[config.mk]
export PLATFORM = sky130hd
export DESIGN_NAME = postfix_expression_evaluator_top
export DESIGN_NICKNAME = d
export VERILOG_FILES = /design/src/rtl/core/pfx_pkg.sv /design/src/rtl/core/pfx_div.sv /design/src/rtl/core/pfx_dp.sv /design/src/rtl/core/pfx_ctrl.sv /design/src/rtl/core/postfix_expression_evaluator_top.sv
export SDC_FILE = /design/constraint.sdc
export NUM_CORES = 2
export LEC_CHECK = 0
export BUFFER_PORTS_ARGS = -buffer_cell sky130_fd_sc_hd__buf_2
export CAP_MARGIN = 20
export CORE_MARGIN = 3
export CORE_UTILIZATION = 45
export CTS_CLUSTER_SIZE = 14
export DETAILED_ROUTE_END_ITERATION = 16
export GPL_TIMING_DRIVEN = 0
export PLACE_DENSITY_LB_ADDON = 0.25
export SETUP_SLACK_MARGIN = 0.3
export SLEW_MARGIN = 20
export SYNTH_ARGS = -nofsm -noshare
export SYNTH_HDL_FRONTEND = slang
export SYNTH_SLANG_ARGS = --single-unit
[constraint.sdc]
create_clock -name clk -period 11.4 [get_ports clk]
set_input_delay 2.28 -clock clk [delete_from_list [all_inputs] [get_ports clk]]
set_output_delay 2.28 -clock clk [all_outputs]
set_load 0.005 [all_outputs]
[src/rtl/core/pfx_pkg.sv]
package pfx_pkg;

  localparam int STACK_DEPTH_DEF = 16;

  localparam int SYM_W       = 8;
  localparam int VAL_W       = 32;
  localparam int DEPTH_OUT_W = 5;
  localparam int STATUS_W    = 3;
  localparam int IN_TDATA_W  = 8;
  localparam int OUT_TDATA_W = 40;

  localparam logic [SYM_W-1:0] SYM_ZERO  = 8'd48;
  localparam logic [SYM_W-1:0] SYM_NINE  = 8'd57;
  localparam logic [SYM_W-1:0] SYM_PLUS  = 8'h2B;
  localparam logic [SYM_W-1:0] SYM_MINUS = 8'h2D;
  localparam logic [SYM_W-1:0] SYM_MUL   = 8'h2A;
  localparam logic [SYM_W-1:0] SYM_DIV   = 8'h2F;

  localparam logic [STATUS_W-1:0] ST_OK        = 3'd0;
  localparam logic [STATUS_W-1:0] ST_UNDERFLOW = 3'd1;
  localparam logic [STATUS_W-1:0] ST_OVERFLOW  = 3'd2;
  localparam logic [STATUS_W-1:0] ST_DIVZERO   = 3'd3;
  localparam logic [STATUS_W-1:0] ST_UNKNOWN   = 3'd4;

  typedef struct packed {
    logic                load_in;
    logic                push;
    logic                rd_second;
    logic                alu_cap;
    logic                div_start;
    logic                div_cap;
    logic                commit;
    logic                load_out;
    logic [STATUS_W-1:0] status;
  } pfx_cmd_t;

  typedef struct packed {
    logic is_digit;
    logic is_op;
    logic is_div;
    logic full;
    logic lt2;
    logic n2_zero;
    logic div_done;
  } pfx_sts_t;

endpackage

[src/rtl/core/pfx_div.sv]
module pfx_div
  import pfx_pkg::*;
(
  input  logic             clk,
  input  logic             rst_n,
  input  logic             start,
  input  logic [VAL_W-1:0] dividend,
  input  logic [VAL_W-1:0] divisor,
  output logic             done,
  output logic [VAL_W-1:0] quotient
);

  localparam int CNT_W = $clog2(VAL_W);

  logic             busy_r, busy_nxt;
  logic             done_r, done_nxt;
  logic [CNT_W-1:0] cnt_r, cnt_nxt;
  logic [VAL_W-1:0] rem_r, rem_nxt;
  logic [VAL_W-1:0] quo_r, quo_nxt;
  logic [VAL_W-1:0] dvs_r, dvs_nxt;
  logic             neg_r, neg_nxt;
  logic [VAL_W:0]   shifted;
  logic [VAL_W+1:0] diff;

  assign shifted = {rem_r, quo_r[VAL_W-1]};
  assign diff    = {1'b0, shifted} - {2'b00, dvs_r};

  always_comb begin
    busy_nxt = busy_r;
    done_nxt = 1'b0;
    cnt_nxt  = cnt_r;
    rem_nxt  = rem_r;
    quo_nxt  = quo_r;
    dvs_nxt  = dvs_r;
    neg_nxt  = neg_r;
    if (start) begin
      busy_nxt = 1'b1;
      cnt_nxt  = CNT_W'(VAL_W - 1);
      rem_nxt  = '0;
      quo_nxt  = dividend[VAL_W-1] ? (VAL_W'(0) - dividend) : dividend;
      dvs_nxt  = divisor[VAL_W-1] ? (VAL_W'(0) - divisor) : divisor;
      neg_nxt  = dividend[VAL_W-1] ^ divisor[VAL_W-1];
    end else if (busy_r) begin
      if (!diff[VAL_W+1]) begin
        rem_nxt = diff[VAL_W-1:0];
        quo_nxt = {quo_r[VAL_W-2:0], 1'b1};
      end else begin
        rem_nxt = shifted[VAL_W-1:0];
        quo_nxt = {quo_r[VAL_W-2:0], 1'b0};
      end
      cnt_nxt = cnt_r - CNT_W'(1);
      if (cnt_r == '0) begin
        busy_nxt = 1'b0;
        done_nxt = 1'b1;
      end
    end
  end

  always_ff @(posedge clk) begin
    if (!rst_n) begin
      busy_r <= 1'b0;
      done_r <= 1'b0;
      cnt_r  <= '0;
    end else begin
      busy_r <= busy_nxt;
      done_r <= done_nxt;
      cnt_r  <= cnt_nxt;
    end
  end

  always_ff @(posedge clk) begin
    rem_r <= rem_nxt;
    quo_r <= quo_nxt;
    dvs_r <= dvs_nxt;
    neg_r <= neg_nxt;
  end

  assign done     = done_r;
  assign quotient = neg_r ? (VAL_W'(0) - quo_r) : quo_r;

endmodule

[src/rtl/core/pfx_dp.sv]
module pfx_dp
  import pfx_pkg::*;
#(
  parameter int STACK_DEPTH = STACK_DEPTH_DEF
) (
  input  logic                   clk,
  input  logic                   rst_n,
  input  pfx_cmd_t               cmd,
  output pfx_sts_t               sts,
  input  logic [SYM_W-1:0]       in_symbol,
  input  logic                   in_last,
  output logic [VAL_W-1:0]       out_top,
  output logic [DEPTH_OUT_W-1:0] out_depth,
  output logic [STATUS_W-1:0]    out_status,
  output logic                   out_last
);

  localparam int DW = $clog2(STACK_DEPTH + 1);
  localparam int AW = $clog2(STACK_DEPTH);

  logic [VAL_W-1:0] stack_mem [STACK_DEPTH];

  logic [SYM_W-1:0]       sym_r;
  logic                   last_r;
  logic [DW-1:0]          depth_r, depth_nxt;
  logic [VAL_W-1:0]       top_r;
  logic [VAL_W-1:0]       rd_data_r;
  logic [VAL_W-1:0]       res_r;
  logic [VAL_W-1:0]       alu_res;
  logic [VAL_W-1:0]       div_q;
  logic                   div_done;
  logic [VAL_W-1:0]       out_top_r;
  logic [DEPTH_OUT_W-1:0] out_depth_r;
  logic [STATUS_W-1:0]    out_status_r;
  logic                   out_last_r;
  logic [AW-1:0]          wr_addr;
  logic [AW-1:0]          rd_addr;

  assign wr_addr = AW'(depth_r - DW'(1));
  assign rd_addr = AW'(depth_r - DW'(2));

  always_comb begin
    sts.is_digit = sym_r inside {[SYM_ZERO:SYM_NINE]};
    sts.is_op    = sym_r inside {SYM_PLUS, SYM_MINUS, SYM_MUL, SYM_DIV};
    sts.is_div   = (sym_r == SYM_DIV);
    sts.full     = (depth_r == DW'(STACK_DEPTH));
    sts.lt2      = (depth_r < DW'(2));
    sts.n2_zero  = (top_r == '0);
    sts.div_done = div_done;
  end

  always_comb begin
    case (sym_r)
      SYM_PLUS:  alu_res = rd_data_r + top_r;
      SYM_MINUS: alu_res = rd_data_r - top_r;
      SYM_MUL:   alu_res = rd_data_r * top_r;
      default:   alu_res = '0;
    endcase
  end

  pfx_div u_div (
    .clk      (clk),
    .rst_n    (rst_n),
    .start    (cmd.div_start),
    .dividend (rd_data_r),
    .divisor  (top_r),
    .done     (div_done),
    .quotient (div_q)
  );

  always_comb begin
    depth_nxt = depth_r;
    if (cmd.push) begin
      depth_nxt = depth_r + DW'(1);
    end else if (cmd.commit) begin
      depth_nxt = depth_r - DW'(1);
    end else if (cmd.load_out && last_r) begin
      depth_nxt = '0;
    end
  end

  always_ff @(posedge clk) begin
    if (!rst_n) begin
      depth_r <= '0;
    end else begin
      depth_r <= depth_nxt;
    end
  end

  always_ff @(posedge clk) begin
    if (cmd.push && depth_r != '0) begin
      stack_mem[wr_addr] <= top_r;
    end
    if (cmd.rd_second) begin
      rd_data_r <= stack_mem[rd_addr];
    end
  end

  always_ff @(posedge clk) begin
    if (cmd.load_in) begin
      sym_r  <= in_symbol;
      last_r <= in_last;
    end
    if (cmd.push) begin
      top_r <= VAL_W'(sym_r - SYM_ZERO);
    end else if (cmd.commit) begin
      top_r <= res_r;
    end
    if (cmd.alu_cap) begin
      res_r <= alu_res;
    end else if (cmd.div_cap) begin
      res_r <= div_q;
    end
    if (cmd.load_out) begin
      out_top_r    <= (depth_r == '0) ? '0 : top_r;
      out_depth_r  <= DEPTH_OUT_W'(depth_r);
      out_status_r <= cmd.status;
      out_last_r   <= last_r;
    end
  end

  assign out_top    = out_top_r;
  assign out_depth  = out_depth_r;
  assign out_status = out_status_r;
  assign out_last   = out_last_r;

endmodule

[src/rtl/core/pfx_ctrl.sv]
module pfx_ctrl
  import pfx_pkg::*;
(
  input  logic     clk,
  input  logic     rst_n,
  input  logic     in_valid,
  output logic     in_ready,
  output logic     out_valid,
  input  logic     out_ready,
  input  pfx_sts_t sts,
  output pfx_cmd_t cmd
);

  localparam logic [2:0] S_IDLE = 3'd0;
  localparam logic [2:0] S_DEC  = 3'd1;
  localparam logic [2:0] S_OPR  = 3'd2;
  localparam logic [2:0] S_DIV  = 3'd3;
  localparam logic [2:0] S_WB   = 3'd4;
  localparam logic [2:0] S_OUT  = 3'd5;

  logic [2:0]          state_r, state_nxt;
  logic [STATUS_W-1:0] status_r, status_nxt;
  logic                out_valid_r, out_valid_nxt;

  always_comb begin
    state_nxt  = state_r;
    status_nxt = status_r;
    cmd        = '0;
    cmd.status = status_r;
    case (state_r)
      S_IDLE: begin
        if (in_valid) begin
          cmd.load_in = 1'b1;
          state_nxt   = S_DEC;
        end
      end
      S_DEC: begin
        status_nxt = ST_OK;
        state_nxt  = S_OUT;
        if (sts.is_digit) begin
          if (sts.full) begin
            status_nxt = ST_OVERFLOW;
          end else begin
            cmd.push = 1'b1;
          end
        end else if (sts.is_op) begin
          if (sts.lt2) begin
            status_nxt = ST_UNDERFLOW;
          end else if (sts.is_div && sts.n2_zero) begin
            status_nxt = ST_DIVZERO;
          end else begin
            cmd.rd_second = 1'b1;
            state_nxt     = S_OPR;
          end
        end else begin
          status_nxt = ST_UNKNOWN;
        end
      end
      S_OPR: begin
        if (sts.is_div) begin
          cmd.div_start = 1'b1;
          state_nxt     = S_DIV;
        end else begin
          cmd.alu_cap = 1'b1;
          state_nxt   = S_WB;
        end
      end
      S_DIV: begin
        if (sts.div_done) begin
          cmd.div_cap = 1'b1;
          state_nxt   = S_WB;
        end
      end
      S_WB: begin
        cmd.commit = 1'b1;
        state_nxt  = S_OUT;
      end
      S_OUT: begin
        if (!out_valid_r || out_ready) begin
          cmd.load_out = 1'b1;
          state_nxt    = S_IDLE;
        end
      end
      default: begin
        state_nxt = S_IDLE;
      end
    endcase
  end

  always_comb begin
    out_valid_nxt = out_valid_r;
    if (cmd.load_out) begin
      out_valid_nxt = 1'b1;
    end else if (out_ready) begin
      out_valid_nxt = 1'b0;
    end
  end

  always_ff @(posedge clk) begin
    if (!rst_n) begin
      state_r     <= S_IDLE;
      status_r    <= ST_OK;
      out_valid_r <= 1'b0;
    end else begin
      state_r     <= state_nxt;
      status_r    <= status_nxt;
      out_valid_r <= out_valid_nxt;
    end
  end

  assign in_ready  = (state_r == S_IDLE);
  assign out_valid = out_valid_r;

endmodule

[src/rtl/core/postfix_expression_evaluator_top.sv]
// Channel   Direction  tdata                                 tuser       tlast
// in_       slave      [7:0] symbol                          -           end_of_expr
// out_      master     [31:0] top_value, [36:32] stack_depth [2:0] status expr_done
//
// One item at a time. Digit or faulting symbol: decode, output. + - *: decode,
// operate, write-back, output; divide adds the radix-2 divider (32 iterations).
// The second operand comes from a stack memory with registered read;
// the top of stack lives in a register.
// Reset empties the stack; the stack memory holds no reset value.
// in_tready rises again once the item's result has entered the output register.
module postfix_expression_evaluator_top
  import pfx_pkg::*;
#(
  parameter int STACK_DEPTH = STACK_DEPTH_DEF
) (
  input  logic                   clk,
  input  logic                   rst_n,
  input  logic                   in_tvalid,
  output logic                   in_tready,
  input  logic [IN_TDATA_W-1:0]  in_tdata,   // [7:0] symbol
  input  logic                   in_tlast,
  output logic                   out_tvalid,
  input  logic                   out_tready,
  output logic [OUT_TDATA_W-1:0] out_tdata,  // [31:0] top_value, [36:32] stack_depth
  output logic [STATUS_W-1:0]    out_tuser,  // [2:0] status
  output logic                   out_tlast
);

  pfx_cmd_t               cmd;
  pfx_sts_t               sts;
  logic [VAL_W-1:0]       top_value;
  logic [DEPTH_OUT_W-1:0] stack_depth;

  pfx_ctrl u_ctrl (
    .clk       (clk),
    .rst_n     (rst_n),
    .in_valid  (in_tvalid),
    .in_ready  (in_tready),
    .out_valid (out_tvalid),
    .out_ready (out_tready),
    .sts       (sts),
    .cmd       (cmd)
  );

  pfx_dp #(
    .STACK_DEPTH (STACK_DEPTH)
  ) u_dp (
    .clk        (clk),
    .rst_n      (rst_n),
    .cmd        (cmd),
    .sts        (sts),
    .in_symbol  (in_tdata[SYM_W-1:0]),
    .in_last    (in_tlast),
    .out_top    (top_value),
    .out_depth  (stack_depth),
    .out_status (out_tuser),
    .out_last   (out_tlast)
  );

  assign out_tdata = {{(OUT_TDATA_W - VAL_W - DEPTH_OUT_W){1'b0}}, stack_depth, top_value};

endmodule

==> run metrics <==
Clk pwr share 18.3%; Ys Warns 0; CP required approximately 12000 ps; CTS tree done; drc violations 0; root buffer cell clkbuf_16; crit start category flip-flop; routability-driven placement congestion ratio 0.9924; Final period util between 80% and 90%; largest net degree at the start of global routing 33; endpoint class of the critical path flip-flop; # clock sinks 774; post-synth cell types roughly 80; overflow left after global routing 0; Nets approximately 5000; Hold Path Class reg -> reg; Die Ht about 340 microns; fmax slightly below 100 MHz; Max rail drop VDD 0.5930 mV; Reg clk slew, reported paths ~70 ps; max_cap viols 0; combinational share of power 59.1%; TritonCTS Buffers about 80; row count roughly 120; busiest layer in global routing met2; Final min period approximately 10000 ps; first-pass GRT wire length 233700 microns; share of layout cells above drive strength 1 approximately a tenth; status finished, final reports clean; RSZ-0062 raised after global routing no; Area growth, synth to finish 10.68%; Synth async-reset ratio 0%; Design Area, Final ~0.056 sq mm; met1 capacity usage during global routing between 30% and 40%; ANT nets after route 0; drt first pass iters 6; # setup viols final 0; Power Total between 10000 and 15000 uW; slowest cell delay on critical path slightly above 900 ps; Slew @ Worst Pin ~1200 ps; Synth Instances a little over 4000; sequential fraction of design power 22.6%; Post-Syn Area per Cell around 12 sq um; Routed WL per cell between 20 and 30 microns; Hold Buf Count CTS 0; CP delay by family, top adder cells; Die ar. 0.1173 sq mm; Fin Setup TNS 0 ps; critical path class reg -> reg; Worst Path Arrival 10530 ps; Clock Latency Late Sink 680 ps; H-tree levels 3; Ports 59; register area share after synthesis between 40% and 50%; Fin Clk Skew between 40 and 50 ps; critical path peak fanout 19; internal power 7777 uW; Starting Density between 40 and 50%; crit-path most repeated cell fa_1; Seq cells post-synth roughly 770; fin. max-slew vios 0; DP HPWL about 120000 microns; Global Route Usage Sum between 20 and 30%; Switching Share between 40% and 50%; P_leak ~0.022 uW; max_slew headroom 19.48%; Via density 5.787; Die Width 342.5 microns; CORE AREA approximately 0.11 sq mm; port bufs 54; Clock Path Buffers 3; antenna violations before repair 7; most frequent cells in the layout edfxtp_1, inv_1, fa_1; crit path buf inv count 7; PD cells ~250 mW/mm^2; commonest non-fill, non-tap cell in the layout edfxtp_1; final WL 159000 microns; Vias ~34000; P_sw approximately 6500 uW; EDFF count, synth 723; Netlist Area Pre-Place a little over 0.05 sq mm; GR Util met2 a little over two fifths; slowest stage cell, crit path clkbuf_1; Post-CTS Resized 0; DRT iter0 DRCs roughly 3600; M3 GR Usage 5.467%; vias in the first global route between 30000 and 40000; placed inst area approximately 0.054 sq mm; hold violation count in the final report 0; post-CTS setup buffers 0; Primary FF master, synth edfxtp_1
cells in the mapped netlist (all sizes together), types with 5 or more instances:
cell type | instances | share of area (%)
or2 | 7 | 0.086
o41ai | 12 | 0.22
xnor2 | 144 | 2.5
nand2 | 409 | 3.0
nor2 | 123 | 0.92
o31a | 6 | 0.10
nor4 | 11 | 0.15
fa | 410 | 16
a211oi | 14 | 0.21
a21boi | 5 | 0.074
nor3 | 26 | 0.26
o21bai | 13 | 0.19
a21o | 43 | 0.63
or4 | 17 | 0.27
nand4 | 15 | 0.18
or3 | 25 | 0.34
inv | 450 | 3.3
nor2b | 50 | 0.61
and2 | 322 | 4.0
o21ai | 146 | 1.4
a32oi | 6 | 0.10
a221oi | 16 | 0.28
buf | 32 | 0.28
o22ai | 16 | 0.20
ha | 202 | 5.0
mux2i | 10 | 0.20
dfxtp | 51 | 2.0
nand3 | 35 | 0.35
clkbuf | 206 | 1.5
nand2b | 26 | 0.32
edfxtp | 723 | 43
o31ai | 32 | 0.51
a31oi | 15 | 0.18
xor2 | 115 | 2.0
o21a | 31 | 0.46
and3 | 12 | 0.15
mux4 | 160 | 7.1
a21oi | 138 | 1.4
final cells by class:
class                      instances  area [sq um]
clock buffer                     101          2123
timing repair buffer              80         833.3
inverter                         450          1689
fill                            9700         55190
sequential                       774         22730
tap                             1488          1862
antenna                            2         5.005
buffer                           238         942.2
multi-input combinational       2669         25710
clock inverter                    49         500.5
registers in the layout, indices dropped and copies added (netlist names), 3 cells and up:
name	count
u_ctrl.status_r	3
u_dp.out_top	32
u_dp.sym_r	8
u_dp.top_r	32
u_dp.res_r	32
u_dp.stack_mem	512
u_dp.u_div.rem_r	32
u_dp.out_depth	5
u_dp.out_status	3
u_ctrl.state_r	3
u_dp.rd_data_r	32
u_dp.u_div.dvs_r	32
u_dp.depth_r	5
u_dp.u_div.cnt_r	5
u_dp.u_div.quo_r	32
metal layers:
| metal | vias up | wire (microns) |
|---|---|---|
| li1 | 14560 | - |
| met1 | 17450 | 64430 |
| met2 | 1537 | 73400 |
| met3 | 312 | 13940 |
| met4 | 2 | 7175 |
| met5 | - | 9 |
path summary, 6_finish.rpt:
| path | startpoint | end | slack (ps) | cells past startpoint |
|---|---|---|---|---|
| worst min-delay path | u_ctrl.status_r[1]$_SDFFE_PN0P_ | u_dp.out_status[1]$_DFFE_PP_ | 430 | 0 |
| worst max register to register | u_dp.top_r[10]$_DFFE_PP_ | u_dp.res_r[30]$_DFFE_PP_ | 1250 | 27 |
| worst max-delay path | u_dp.top_r[10]$_DFFE_PP_ | u_dp.res_r[30]$_DFFE_PP_ | 1250 | 27 |
| worst min register to register | u_ctrl.status_r[1]$_SDFFE_PN0P_ | u_dp.out_status[1]$_DFFE_PP_ | 430 | 0 |
power groups by stage:
stage	Clock [uW]	Sequential (uW)	Combinational, uW
finish	2620	3220	8450
CTS	2660	3220	8300
floorplan	0	3250	5190
global route	2770	3230	8950
global placement	0	3280	8190
detailed placement	0	3280	8230
per-stage QoR:
step / util (%) / cells / hold WS [ps] / setup slack (ps)
detailed placement: 48.13 / 5696 / 418.9 / 1517
global route: 50.53 / 5849 / 441.8 / 1210
CTS: 50.49 / 5846 / 435.3 / 1484
floorplan: - / 4131 / 399.5 / 4084
finish: 50.54 / 5851 / 434.3 / 1247
global placement: 47.58 / 5673 / 419.8 / 1356
logic make-up (layout without fill, tap and decap cells):
kind of cell	after synthesis	in the layout	share of synthesized area, %
buffers and inverters	688	918	5.115
adder cells (fa/ha/maj)	612	612	21.07
other	1	5	0.007360
XOR/XNOR	259	259	4.452
multiplexers	174	174	7.357
flip-flops	774	774	44.61
AO/OA/AOI/OAI	526	526	6.512
AND/OR/NAND/NOR	1095	1095	10.88
Power figures use the tool's default switching activity.
